--- src/rtl/ccinterp_pkg.sv ---
// ----------------------------------------------------------------------------
// ccinterp_pkg
// Shared constants and types for the cubic color interpolator.
// ----------------------------------------------------------------------------
package ccinterp_pkg;

    localparam int FRAC_BITS   = 16;
    localparam int CHAN_COUNT  = 3;
    localparam int CHAN_BITS   = 8;
    localparam int COLOR_BITS  = CHAN_BITS * CHAN_COUNT;

    // lane register stages plus the merge register
    localparam int LANE_STAGES = 4;
    localparam int PIPE_STAGES = LANE_STAGES + 1;

    // 6 * value saturates at 6 * 256
    localparam int SAT_LIMIT    = 6 * (2 ** CHAN_BITS);
    localparam int DIV_IN_BITS  = $clog2(SAT_LIMIT);
    localparam int RECIP_SHIFT  = DIV_IN_BITS + 7;
    localparam int RECIP6       = (2 ** RECIP_SHIFT + 5) / 6;
    localparam int RECIP_BITS   = $clog2(RECIP6 + 1);

    typedef struct packed {
        logic [LANE_STAGES-1:0] lane_load;
        logic                   merge_load;
    } pipe_ctrl_t;

endpackage

--- src/rtl/ccinterp_ctrl.sv ---
// ----------------------------------------------------------------------------
// ccinterp_ctrl
// Valid/ready control for the interpolator pipeline; stages fill bubbles.
// ----------------------------------------------------------------------------
module ccinterp_ctrl (
    input  logic                     aclk,
    input  logic                     aresetn,
    input  logic                     s_valid,
    output logic                     s_ready,
    output logic                     m_valid,
    input  logic                     m_ready,
    output ccinterp_pkg::pipe_ctrl_t pipe_ctrl
);
    import ccinterp_pkg::*;

    logic [PIPE_STAGES-1:0] valid_reg;
    logic [PIPE_STAGES-1:0] valid_next;
    logic [PIPE_STAGES-1:0] valid_in;
    logic [PIPE_STAGES:0]   rdy;

    assign valid_in = {valid_reg[PIPE_STAGES-2:0], s_valid};

    always_comb begin
        rdy[PIPE_STAGES] = m_ready;
        for (int i = PIPE_STAGES - 1; i >= 0; i--) begin
            rdy[i] = ~valid_reg[i] | rdy[i+1];
        end
        for (int i = 0; i < PIPE_STAGES; i++) begin
            valid_next[i] = rdy[i] ? valid_in[i] : valid_reg[i];
        end
    end

    always_ff @(posedge aclk) begin
        if (!aresetn) begin
            valid_reg <= '0;
        end else begin
            valid_reg <= valid_next;
        end
    end

    assign s_ready              = rdy[0];
    assign m_valid              = valid_reg[PIPE_STAGES-1];
    assign pipe_ctrl.lane_load  = rdy[LANE_STAGES-1:0];
    assign pipe_ctrl.merge_load = rdy[PIPE_STAGES-1];

endmodule

--- config.mk ---
export PLATFORM = sky130hd
export DESIGN_NAME = ccinterp_ctrl
export DESIGN_NICKNAME = d
export VERILOG_FILES = /design/src/rtl/ccinterp_pkg.sv /design/src/rtl/ccinterp_ctrl.sv
export SDC_FILE = /design/constraint.sdc
export NUM_CORES = 1
export LEC_CHECK = 0
export BUFFER_PORTS_ARGS = -buffer_cell sky130_fd_sc_hd__buf_4
export CORE_AREA = 8 8 45 47
export DETAILED_ROUTE_END_ITERATION = 16
export DIE_AREA = 0 0 53 55
export PLACE_DENSITY = 0.39
export SYNTH_ARGS = -nofsm -noshare
export SYNTH_HDL_FRONTEND = slang
export SYNTH_SLANG_ARGS = --single-unit
--- constraint.sdc ---
create_clock -name aclk -period 1.23 [get_ports aclk]
set_clock_uncertainty 0.1 [all_clocks]
set_input_delay 0.246 -clock aclk [delete_from_list [all_inputs] [get_ports aclk]]
set_output_delay 0.246 -clock aclk [all_outputs]
set_load 0.1 [all_outputs]
==> After elaboration in Yosys (flattened, before gate mapping) <==
Cells that the tools add are included.
{ "word_totals": {"ff_bits": 5, "input_bits": 4} }
{ "classes": {"bitwise_logic": 10} }
{ "ops": {"columns": ["op", "count"], "rows": [
  ["$not A1 Y1", 5],
  ["$or A1 B1 Y1", 5]
]} }

==> Depth between registers and ports, before layout <==
{ "logic_depth": {"ltp_word": 6, "ltp_mapped": 3, "ltp_nobuf": 3} }

==> Worst setup path before layout <==
OpenSTA, ideal clock, no wires.
{ "synth_path": {"path_kind": "reg2out", "start": "register valid_reg[4]", "end": "output pipe_ctrl[1] (netlist name)", "required_ns": 0.884, "stages_incl_launch_ff": 4, "setup_slack_ns": -1.819, "arrival_ns": 2.703, "path_cell_list": "dfxtp_1 -> and4b_2 -> nand3_1 -> buf_4"} }
{ "synth_between": {"elab_chain_cells": 6} }
{ "synth_rtl": {"columns": ["element", "line_no", "rtl"], "rows": [
  ["start, declared", "ccinterp_ctrl.sv:16", "logic [PIPE_STAGES-1:0] valid_reg;"],
  ["start signal, assigned", "ccinterp_ctrl.sv:37", "valid_reg <= valid_next;"],
  ["$not A1 Y1", "ccinterp_ctrl.sv:26", "rdy[i] = ~valid_reg[i] | rdy[i+1];"],
  ["$or A1 B1 Y1 (5 in series)", "ccinterp_ctrl.sv:26", null],
  ["end, declared", "ccinterp_ctrl.sv:12", "output ccinterp_pkg::pipe_ctrl_t pipe_ctrl"]
]} }
No other way between the ends.

==> Worst setup path after layout <==
{ "layout_path": {"start": "register valid_reg[4]", "end": "output s_ready"} }
{ "layout_between": {"elab_chain_cells": 6} }
{ "layout_rtl": {"columns": ["element", "line_no", "rtl"], "rows": [
  ["$not A1 Y1", "ccinterp_ctrl.sv:26", null],
  ["$or A1 B1 Y1 (5 in series)", "ccinterp_ctrl.sv:26", null],
  ["end, declared", "ccinterp_ctrl.sv:9", "output logic s_ready,"]
]} }
No other way between the ends.

==> key figures <==
Worst setup path
  – Top Family by Delay on Critical Path: simple AND/OR/NAND/NOR gates
  – Crit path max-delay cell type: dfxtp_4
  – Worst Path Required: 0.88 ns
  – Critical path cell sequence: and4b_2, nand3_4, buf_6
  – CP Buf/Inv Count: 1
  – Critical path class: reg2out
  – CP arrival: 1.19 ns
  – CP Capture Type: output port
  – Type of origin of the critical path: register
  – CP max FO: 4
  – Max incr delay on CP: roughly 0.33 ns

Timing
  – Worst slew pin tran: ~0.23 ns
  – Fmax: around 0.65 GHz
  – Final WS setup: -0.305 ns
  – Slew Viols, Final: 0
  – Slew headroom: 84.9%
  – Final Setup Violations: 7
  – RSZ-0062 raised after global routing: yes
  – Period utilization: 125%
  – Final Hold Viols: 0
  – Final min period: roughly 1.5 ns
  – Final TNS setup: -1.64 ns

Detailed routing
  – Vias per cell: slightly above 4
  – WL/cell: 11.4 um
  – Drt drc: 0
  – Via count: 230
  – DRT iter0 DRCs: 1
  – Post-Route WL: between 600 and 700 um
  – DRT antenna net count: 0
  – First-pass DRT Iterations: 2

Final layout
  – Final instance area: about 460 um^2
  – Layout cells sized above 1: around 73%
  – Fillcell total: between 100 and 150
  – Ant diodes: 0
  – Syn-to-layout area delta: 118%
  – Max reg flops: 5
  – Non-Filler Instances: 57
  – # nets final: 46

Clock tree
  – Clk sinks: 5
  – CTS tree: done
  – Clock root buffer: clkbuf_4
  – H-Tree Depth: 1
  – TritonCTS Buffers: 3
  – Maximum root-to-sink buffer count: 2
  – Clock latency on the worst-skew pair: 0.24 ns
  – Worst-path clk slew: 0.04 ns

Power
  – Clock Power Share: approximately half
  – Int Power: approximately 300 uW
  – Tot Pwr: 391 uW
  – Flop pwr share: a little over two fifths
  – Leakage: between 0.15 and 0.2 nW
  – Pwr Density: around 850 nW/um^2
  – Comb pwr share: under 10%
  – VDD IR max: about 0.00029 V
  – Switch Pwr: roughly 86 uW
  – Switching Fraction: roughly 22%

Synth
  – Yosys warns: 0
  – Cells after synthesis: 23
  – Syn Std Cell Area: 210 um^2
  – Post-Syn Area per Cell: between 9 and 10 um^2
  – Syn Nets: 27
  – Seq/Total Area, Yosys: 47.6%
  – Synth Register Bits: 5
  – Synth unique cells: 12

Run status
  – Outcome: finished with violations
  – Failing checks: negative setup slack

Global routing
  – First-pass GRT wire length: about 1100 um
  – Largest net degree at the start of global routing: 8
  – Vias in the first global route: about 250
  – GR Overflow Total: 0
  – Initial antenna violation count: 0
  – GR Util All Layers: ~5.7%

Place
  – Dpl cells: 49
  – Routability congestion estimate: between 0.6 and 0.7
  – Dpl cell area: 329 um^2
  – Setup WS pre-CTS: -0.160 ns
  – Dpl hpwl: about 480 um
  – Port Buffer Count: 10

Die
  – # IOs: 11
  – Die width: 53 um
  – Die Area: 2920 um^2
  – Die extent in y: around 55 um
  – Core ar.: around 1400 um^2
  – Initial Util: between 10% and 20%
  – Core Rows: 14

Job
  – Number of max-cap violations: 0

Min path
  – Classification of the worst-slack hold path: in2reg
==> stage by stage <==
stage	utilization, %	hold slack (ns)
2_1_floorplan	-	0.261
3_3_place_gp	23.8	0.359
3_5_place_dp	23.8	0.373
4_1_cts	32.0	0.108
5_1_grt	33.2	0.125
6_report	33.2	0.117
==> worst paths after layout <==
check | startpoint | to | slack (ns) | cells past startpoint
worst max-delay path | valid_reg[4] | s_ready | -0.31 | 3
worst min-delay path | s_valid | valid_reg[0] | 0.12 | 3
worst max register to register | valid_reg[4] | valid_reg[0] | 0 | 5
worst min register to register | valid_reg[2] | valid_reg[3] | 0.36 | 1
==> layer usage <==
metal	GRT usage [%]	share of wire, %
met3	4.01	14
met2	8.59	44
met1	4.71	41
met5	0	0
met4	6.47	0.93
==> what timing repair did <==
action | 4_1_cts | 5_1_grt
buffers inserted | 2 | 3
pin swaps | 2 | 1
endpoints found under the setup margin | 7 | 9
hold buffers | 0 | 0
resized for setup | 19 | 2
hold endpoints to repair | 0 | 0
==> synthesized netlist by cell type <==
cell type  n  area [um^2]
buf_4      1         7.51
and4b_2    1         11.3
dfxtp_1    5          100
o21ai_2    1         8.76
o21a_1     3         22.5
and3b_2    1         10.0
inv_1      2         7.51
nand2_1    4         15.0
and2b_2    1         8.76
nand3_1    2         10.0
inv_2      1         3.75
o21ai_1    1         5.00
==> final cells by class <==
class / instances / area [um^2] / share of cell area, %
clock buffer: 4 / 26.3 / 5.72
inverter: 3 / 18.8 / 4.09
multi-input combinational: 14 / 108 / 23.4
sequential: 5 / 106 / 23.2
tap: 16 / 20.0 / 4.36
timing repair buffer: 15 / 180 / 39.2
==> cells by family (layout without fill, tap and decap cells) <==
logic type,after synthesis,after routing,share of synthesized area (%)
simple gates,9,9,26.2
flops,5,5,47.6
buf+inv,4,22,8.93
compound gates,5,5,17.3
==> cell usage in the layout (no fill, tap or decap) <==
cell type and n:
and2b_2 1, buf_12 3, nand3_1 1, o21a_1 3
clkbuf_4 3, nand2_1 4, buf_6 4, clkbuf_1 1
dfxtp_2 2, dfxtp_4 1, o21ai_2 2, clkinvlp_4 2
and3b_2 1, and4b_2 1, buf_4 6, dfxtp_1 2
buf_8 2, nand3_4 1, inv_2 1
==> power groups by stage <==
stage,Sequential [mW],Clock (mW),Combinational (mW)
floorplan,0.177,0,0.00904
global placement,0.174,0,0.0247
detailed placement,0.174,0,0.0254
CTS,0.171,0.203,0.0292
global route,0.172,0.218,0.0327
finish,0.172,0.189,0.0302
==> worst reg2reg max path, cell delays in order (launching register included) <==
cell and delay, ns:
dfxtp_4 0.34, and4b_2 0.31, inv_2 0.08, buf_6 0.11, buf_6 0.11, o21ai_2 0.12
(Power assumes the default switching activity.)
