`src/rtl/ccinterp_pkg.sv`:
```
// ----------------------------------------------------------------------------
// ccinterp_pkg
// Shared constants and types for the cubic color interpolator.
// ----------------------------------------------------------------------------
package ccinterp_pkg;

    localparam int FRAC_BITS   = 16;
    localparam int CHAN_COUNT  = 3;
    localparam int CHAN_BITS   = 8;
    localparam int COLOR_BITS  = CHAN_BITS * CHAN_COUNT;

    // lane register stages plus the merge register
    localparam int LANE_STAGES = 4;
    localparam int PIPE_STAGES = LANE_STAGES + 1;

    // 6 * value saturates at 6 * 256
    localparam int SAT_LIMIT    = 6 * (2 ** CHAN_BITS);
    localparam int DIV_IN_BITS  = $clog2(SAT_LIMIT);
    localparam int RECIP_SHIFT  = DIV_IN_BITS + 7;
    localparam int RECIP6       = (2 ** RECIP_SHIFT + 5) / 6;
    localparam int RECIP_BITS   = $clog2(RECIP6 + 1);

    typedef struct packed {
        logic [LANE_STAGES-1:0] lane_load;
        logic                   merge_load;
    } pipe_ctrl_t;

endpackage

```
`src/rtl/ccinterp_lane.sv`:
```
// ----------------------------------------------------------------------------
// ccinterp_lane
// One color channel: cubic Lagrange evaluation in Horner form, four stages,
// then floor divide by six and saturation to the channel range.
// ----------------------------------------------------------------------------
module ccinterp_lane (
    input  logic                                   aclk,
    input  logic [ccinterp_pkg::LANE_STAGES-1:0]   load,
    input  logic [ccinterp_pkg::FRAC_BITS-1:0]     frac,
    input  logic [ccinterp_pkg::CHAN_BITS-1:0]     p0,
    input  logic [ccinterp_pkg::CHAN_BITS-1:0]     p1,
    input  logic [ccinterp_pkg::CHAN_BITS-1:0]     p2,
    input  logic [ccinterp_pkg::CHAN_BITS-1:0]     p3,
    output logic [ccinterp_pkg::CHAN_BITS-1:0]     chan_value
);
    import ccinterp_pkg::*;

    localparam int CW  = CHAN_BITS + 4;
    localparam int T1W = FRAC_BITS + CHAN_BITS + 5;
    localparam int T2W = 2 * FRAC_BITS + CHAN_BITS + 6;
    localparam int HW  = T2W - FRAC_BITS;
    localparam int HFW = HW + FRAC_BITS + 1;
    localparam int LFW = 2 * FRAC_BITS;
    localparam int YW  = HFW + 1;
    localparam int QW  = YW - 2 * FRAC_BITS;
    localparam int SW  = QW + 1;
    localparam int PW  = DIV_IN_BITS + RECIP_BITS;

    // stage 1: coefficients and A*f + B*2^F
    logic signed [CW-1:0]  e0, e1, e2, e3;
    logic signed [CW-1:0]  coef_a, coef_b, coef_c;
    logic signed [FRAC_BITS:0] f0_s;
    logic signed [T1W-1:0] t1;

    logic signed [T1W-1:0]     t1_reg;
    logic signed [CW-1:0]      c1_reg;
    logic [FRAC_BITS-1:0]      f1_reg;
    logic [CHAN_BITS-1:0]      p1_1_reg;

    // stage 2: t1*f + C*2^2F
    logic signed [FRAC_BITS:0] f1_s;
    logic signed [T2W-1:0]     t2;

    logic signed [T2W-1:0]     t2_reg;
    logic [FRAC_BITS-1:0]      f2_reg;
    logic [CHAN_BITS-1:0]      p1_2_reg;

    // stage 3: split t2 and multiply both halves by f
    logic signed [FRAC_BITS:0] f2_s;
    logic signed [HW-1:0]      t2_hi;
    logic [LFW-1:0]            lf;
    logic signed [HFW-1:0]     hf;

    logic signed [HFW-1:0]     hf_reg;
    logic [FRAC_BITS-1:0]      lfh_reg;
    logic [CHAN_BITS-1:0]      p1_3_reg;

    // stage 4: floor(P / 2^3F) + 6*p1
    logic signed [YW-1:0]      y;
    logic signed [QW-1:0]      q;
    logic signed [SW-1:0]      p1_ext;
    logic signed [SW-1:0]      s;

    logic signed [SW-1:0]      s_reg;

    // output: divide by six, saturate
    logic [PW-1:0]             prod;

    always_comb begin
        e0     = signed'(CW'(p0));
        e1     = signed'(CW'(p1));
        e2     = signed'(CW'(p2));
        e3     = signed'(CW'(p3));
        coef_a = -e0 + (e1 <<< 1) + e1 - (e2 <<< 1) - e2 + e3;
        coef_b = (e0 <<< 1) + e0 - (e1 <<< 2) - (e1 <<< 1) + (e2 <<< 1) + e2;
        coef_c = -(e0 <<< 1) - (e1 <<< 1) - e1 + (e2 <<< 2) + (e2 <<< 1) - e3;
        f0_s   = signed'({1'b0, frac});
        t1     = T1W'(coef_a) * T1W'(f0_s) + (T1W'(coef_b) <<< FRAC_BITS);
    end

    always_comb begin
        f1_s = signed'({1'b0, f1_reg});
        t2   = T2W'(t1_reg) * T2W'(f1_s) + (T2W'(c1_reg) <<< (2 * FRAC_BITS));
    end

    always_comb begin
        f2_s  = signed'({1'b0, f2_reg});
        t2_hi = signed'(t2_reg[T2W-1:FRAC_BITS]);
        hf    = HFW'(t2_hi) * HFW'(f2_s);
        lf    = LFW'(t2_reg[FRAC_BITS-1:0]) * LFW'(f2_reg);
    end

    always_comb begin
        y      = YW'(hf_reg) + YW'(signed'({1'b0, lfh_reg}));
        q      = signed'(y[YW-1:2*FRAC_BITS]);
        p1_ext = signed'(SW'(p1_3_reg));
        s      = SW'(q) + (p1_ext <<< 2) + (p1_ext <<< 1);
    end

    always_ff @(posedge aclk) begin
        if (load[0]) begin
            t1_reg   <= t1;
            c1_reg   <= coef_c;
            f1_reg   <= frac;
            p1_1_reg <= p1;
        end
        if (load[1]) begin
            t2_reg   <= t2;
            f2_reg   <= f1_reg;
            p1_2_reg <= p1_1_reg;
        end
        if (load[2]) begin
            hf_reg   <= hf;
            lfh_reg  <= lf[LFW-1:FRAC_BITS];
            p1_3_reg <= p1_2_reg;
        end
        if (load[3]) begin
            s_reg    <= s;
        end
    end

    always_comb begin
        prod = PW'(s_reg[DIV_IN_BITS-1:0]) * PW'(RECIP6);
        if (s_reg[SW-1]) begin
            chan_value = '0;
        end else if (s_reg > signed'(SW'(SAT_LIMIT - 1))) begin
            chan_value = '1;
        end else begin
            chan_value = prod[RECIP_SHIFT+CHAN_BITS-1:RECIP_SHIFT];
        end
    end

endmodule
```
`config.mk`:
```
export PLATFORM = sky130hd
export DESIGN_NAME = ccinterp_lane
export DESIGN_NICKNAME = d
export VERILOG_FILES = /design/src/rtl/ccinterp_pkg.sv /design/src/rtl/ccinterp_lane.sv
export SDC_FILE = /design/constraint.sdc
export NUM_CORES = 2
export LEC_CHECK = 0
export BUFFER_PORTS_ARGS = -buffer_cell sky130_fd_sc_hd__buf_2
export CORE_MARGIN = 4
export CORE_UTILIZATION = 60
export DETAILED_ROUTE_END_ITERATION = 16
export HOLD_SLACK_MARGIN = 0.05
export PLACE_DENSITY_LB_ADDON = 0.15
export SLEW_MARGIN = 20
export SYNTH_ARGS = -nofsm -noshare
export SYNTH_HDL_FRONTEND = slang
export SYNTH_SLANG_ARGS = --single-unit
```
`constraint.sdc`:
```
create_clock -name aclk -period 27.8 [get_ports aclk]
set_input_delay 4.17 -clock aclk [delete_from_list [all_inputs] [get_ports aclk]]
set_output_delay 4.17 -clock aclk [all_outputs]
set_load 0.01 [all_outputs]
```
# Yosys cells after proc, flatten, opt, wreduce, memory -nomap -nowiden
# Cells that the tools add are included.
[totals]
register_bits = 223
input_bits = 53
output_inout_bits = 8
word_cells = 41
[op_classes]
n_addsub = 22
n_mul = 5
order_cmp = 1
n_mux = 2
[ops]
columns = ["operator", "count"]
rows = [
  ["47-bit by 17-bit adder with 48-bit output", 1],
  ["30-bit by 17-bit multiplier with 47-bit output", 1],
  ["46-bit by 44-bit adder with 46-bit output", 1],
  ["29-bit by 17-bit multiplier with 46-bit output", 1],
  ["12-bit by 10-bit adder with 12-bit output", 3],
  ["12-bit by 9-bit adder with 12-bit output", 3],
  ["12-bit by 9-bit subtractor with 12-bit output", 3],
  ["16-bit by 16-bit multiplier with 32-bit output", 1],
  ["29-bit by 28-bit adder with 29-bit output", 1],
  ["12-bit by 17-bit multiplier with 29-bit output", 1],
  ["11-bit by 16-bit multiplier with 26-bit output, second input constant", 1],
  ["12-bit by 10-bit subtractor with 12-bit output", 2],
  ["16-bit by 11-bit adder with 17-bit output", 1],
  ["17-bit by 10-bit adder with 17-bit output", 1],
  ["17-bit by 12-bit greater-than comparator with 1-bit output, second input constant", 1],
  ["8-bit two-way mux", 2],
  ["12-bit by 11-bit adder with 12-bit output", 1],
  ["8-bit negation with 12-bit output", 1],
  ["9-bit negation with 12-bit output", 1],
  ["11-bit by 10-bit subtractor with 12-bit output", 1],
  ["10-bit by 10-bit subtractor with 11-bit output", 1],
  ["9-bit by 8-bit adder with 10-bit output", 1],
]

# Longest topological paths before layout
[logic_depth]
depth_word = 8
mapped_depth = 39
mapped_depth_nobuf = 38

# Least setup slack after synthesis
# OpenSTA, ideal clock, no wires.
[synth_timing]
path_kind = "input to register"
from = "input p1[0] in the netlist's numbering"
to = "register t1_reg[28], data pin"
setup_ps = 276
t_arrival_ps = 12162
required_time_ps = 27524
slack_ps = 15362
path_stages = 36
n_path_buf = 1
path_cell_list = "inv_1 > fa_1 > inv_1 > fa_1 > inv_1 > fa_1 > inv_1 > ha_1 > inv_1 > fa_1 > nor2b_1 > o21ai_0 > a21boi_0 > o21ai_0 > a21boi_0 > o21ai_0 > nand2b_1 > xor2_1 > clkbuf_1 > nand2_1 > fa_1 > fa_1 > inv_1 > fa_1 > fa_1 > inv_1 > fa_1 > inv_1 > ha_1 > a21o_1 > o311ai_0 > a21oi_1 > a21oi_1 > a211oi_1 > o41ai_1 > o211ai_1"
[synth_between]
elab_chain_len = 7
word_cells_on_any_way = 11
classes_between = "add/sub: 10; mul: 1"
[synth_lines]
columns = ["element", "line", "rtl"]
rows = [
  ["start, declared", "ccinterp_lane.sv:11", "input logic [ccinterp_pkg::CHAN_BITS-1:0] p1,"],
  ["12-bit by 10-bit adder with 12-bit output", "ccinterp_lane.sv:74", "coef_a = -e0 + (e1 <<< 1) + e1 - (e2 <<< 1) - e2 + e3;"],
  ["12-bit by 9-bit adder with 12-bit output", "ccinterp_lane.sv:74", ""],
  ["12-bit by 10-bit subtractor with 12-bit output", "ccinterp_lane.sv:74", ""],
  ["12-bit by 9-bit subtractor with 12-bit output", "ccinterp_lane.sv:74", ""],
  ["12-bit by 9-bit adder with 12-bit output", "ccinterp_lane.sv:74", ""],
  ["12-bit by 17-bit multiplier with 29-bit output", "ccinterp_lane.sv:78", "t1 = T1W'(coef_a) * T1W'(f0_s) + (T1W'(coef_b) <<< FRAC_BITS);"],
  ["29-bit by 28-bit adder with 29-bit output *", "ccinterp_lane.sv:78", ""],
  ["via t1[28]", "ccinterp_lane.sv:33", "logic signed [T1W-1:0] t1;"],
  ["end signal, assigned", "ccinterp_lane.sv:102", "t1_reg <= t1;"],
  ["end, declared", "ccinterp_lane.sv:35", "logic signed [T1W-1:0] t1_reg;"],
]
# Mark *: on every way through the listed nets, which the timed path passes. The rest lies on a longest branch.
# A chain may end at the register's enable or synchronous reset.

# Worst setup path after layout
[layout_timing]
from = "input p2[1] in the netlist's numbering"
to = "register t1_reg[28], data pin"
[layout_between]
elab_chain_len = 5
word_cells_on_any_way = 7
classes_between = "add/sub: 6; mul: 1"
[layout_lines]
columns = ["element", "line", "rtl"]
rows = [
  ["start, declared", "ccinterp_lane.sv:12", "input logic [ccinterp_pkg::CHAN_BITS-1:0] p2,"],
  ["12-bit by 10-bit subtractor with 12-bit output", "ccinterp_lane.sv:74", ""],
  ["12-bit by 9-bit subtractor with 12-bit output", "ccinterp_lane.sv:74", ""],
  ["12-bit by 9-bit adder with 12-bit output", "ccinterp_lane.sv:74", ""],
  ["12-bit by 17-bit multiplier with 29-bit output", "ccinterp_lane.sv:78", ""],
  ["29-bit by 28-bit adder with 29-bit output *", "ccinterp_lane.sv:78", ""],
  ["via t1[28]", "ccinterp_lane.sv:33", ""],
]
# Marked as above.

==> results.yml <==
run_status:
  status: "finished, final reports clean"
clock_network:
  postCtsResizedCells: 0
  cts_sinks: 223
  post_cts_buffers: 0
  tritoncts: "yes"
  path_clk_slew_ps: 60
  hold_buffers: 0
  cts_buffers: 26
  clkLatencyLatePin_ps: 620
  htreeDepth: 1
  clockRootBuffer: "clkbuf_16"
  clock_path_buffers: 3
yosys:
  synth_top_area_share_pct: 44.9
  synth_compound_area_share_pct: 5.08
  syn_area_per_cell_sq_um: 9.57
  synth_top_area_cell: "fa_1"
  synthTopCellsByCount: "inv_1, fa_1, nand2_1, and2_1, ha_1"
  synthSimpleGateAreaFrac_pct: 13.6
  ys_ff_latch: 223
  syn_nets: 8554
  synth_edf_count: 223
  yosysSeqAreaShare_pct: 10.7
  synthArstFlopShare_pct: 0
  synthAdderAreaFrac_pct: 56.6
  synth_top_family_by_area: "adder cells"
  netlist_area_sq_um: 62400
  synth_cells: 6519
  ys_warn_count: 0
  synth_most_common_cell: "inv_1"
  ys_top_cells_by_area: "fa_1, ha_1, edfxtp_1, inv_1, and2_1"
  synth_cell_types: 76
  muxShareOfSynthArea_pct: 0.0160
  synth_xor_area_share_pct: 2.47
  synthFlopType: "edfxtp_1"
global_route:
  grt_start_max_net_pins: 66
  grt_pass1_vias: 46700
  grt_pass1_wl_um: 239000
  use_met2_pct: 46.1
  grt_use_met3_pct: 4.27
  overflow: 0
  grt.total_usage_pct: 27.4
  antenna_found_initial: 2
  use_met1_pct: 37.7
  busiest_layer: "met2"
floorplanning:
  start_util_pct: 60.4
  die_h_um: 331
  die-area_sq_um: 109000
  ios: 61
  fp.dieW_um: 331
  coreArea_sq_um: 103000
  num_rows: 118
worst_setup_path:
  arrival_ps: 13640
  crit_end: "t1_reg[28]"
  crit_top_cell: "fa_1"
  startpoint: "p2[1]"
  path_class: "input pin to register"
  worst-r2r-cell-count: 21
  r2r-start: "f2_reg[3]"
  cp_slowest_cell: "a21oi_1"
  endpoint_kind: "register"
  rr_endpoint: "hf_reg[43]"
  critical-path-max-stage-delay_ps: 860
  crit_required_ps: 28130
  rrSetupSlack_ps: 20290
  path_max_fanout: 16
  start_kind: "input pin"
layout:
  final_layout_size_suffix_gt1_share_pct: 2.80
  antenna_cells: 0
  seq_area_sq_um: 6700
  nNetsFinal: 8448
  nFillCells: 8777
  syn2layout_area_growth_pct: 3.77
  largest_reg_flops: 47
  multi_input_area_sq_um: 48600
routing:
  post_drt_wl_per_cell_um: 18.1
  postRouteAntennaNets: 0
  vias: 42400
  first_pass_iters: 7
  routed_via_density: 5.43
  drt-initial-drc-count: 2459
  drc: 0
  wl_um: 141000
run:
  max_cap_viol_count: 0
sta:
  worstMarginPinSlew_ps: 1100
  slew_violations: 0
  clock_skew_ps: 28.2
  relSlewSlack_pct: 26.5
  timing.final.crit_share_pct: 47.9
  finalHoldViolCount: 0
  fin_setup_tns_ps: 0
  rsz0062_at_grt: "false"
  fmaxAchievable_mhz: 75.1
  setup_viol: 0
  period_needed_ps: 13310
place:
  dp_hpwl_um: 112000
  place_congestion: 0.892
  io_buffers: 60
worst_hold_path:
  hp-class: "register to register"
cell families (layout without fill, tap and decap cells):
group	Yosys count	after routing
flip-flops	223	223
multiplexers	1	1
XOR/XNOR	176	176
AND/OR/NAND/NOR	1750	1750
adder cells (fa/ha/maj)	1984	1984
AO/OA/AOI/OAI	478	478
buffers and inverters	1907	1821
metrics by stage:
| stage | util, % | area (sq um) | hold WS, ps | setup WS (ps) | cells |
|---|---|---|---|---|---|
| after floorplan | - | 62400 | 400 | 15360 | 6519 |
| after global routing | 62.7 | 64800 | 424 | 13870 | 7813 |
| after global placement | 61.8 | 63900 | 406 | 14100 | 7764 |
| after CTS | 62.7 | 64700 | 417 | 14470 | 7812 |
| after detailed placement | 61.8 | 63900 | 405 | 13830 | 7764 |
| final | 62.7 | 64800 | 420 | 14490 | 7813 |
cell type report:
| cell class | instances | share of cell area (%) |
|---|---|---|
| clock buffers | 29 | 1.05 |
| clock inverters | 19 | 0.284 |
| inverters | 1666 | 9.66 |
| multi-input cells | 4389 | 75.0 |
| flip-flops and latches | 223 | 10.3 |
| well taps | 1380 | 2.67 |
| repair buffers | 107 | 1.03 |
placed cells by master, fill, tap and decap left out, types with 22 or more instances in the layout:
master and instances:
o21ai_0 83, and2_1 588, nand2_1 847, nand3_1 28, nor2_1 114, nand2b_1 34
inv_1 1666, ha_1 583, o21a_1 39, a21o_1 59, xnor2_1 132, edfxtp_1 223
nor3_1 37, xor2_1 44, clkbuf_16 27, fa_1 1399, buf_2 58, a21oi_1 140
buf_4 48, nor2b_1 22
worst min path at each step:
stage | endpoint | cells after the start | slack (ps) | start
6_report | p1_3_reg[2] | 0 | 420 | p1_2_reg[2]
5_1_grt | p1_3_reg[5] | 0 | 420 | p1_2_reg[5]
4_1_cts | p1_3_reg[5] | 0 | 420 | p1_2_reg[5]
3_5_place_dp | p1_2_reg[2] | 0 | 400 | p1_1_reg[2]
3_3_place_gp | p1_3_reg[5] | 0 | 410 | p1_2_reg[5]
2_1_floorplan | p1_2_reg[0] | 0 | 400 | p1_1_reg[0]
routing by layer:
layer	wire (um)	up-vias
li1	-	19100
met1	60200	21600
met2	67700	1333
met3	9910	272
met4	3630	0
met5	0	-
critical path, delay by kind of cell:
kind,cells,cell delay (ps)
simple gates,1,180
fa+ha+maj,10,4630
buf+inv,8,600
compound gates,15,4050
Power is left out: the tool's default activity adds up to more than one toggle a clock period on the data nets, which glitch-free logic cannot reach.
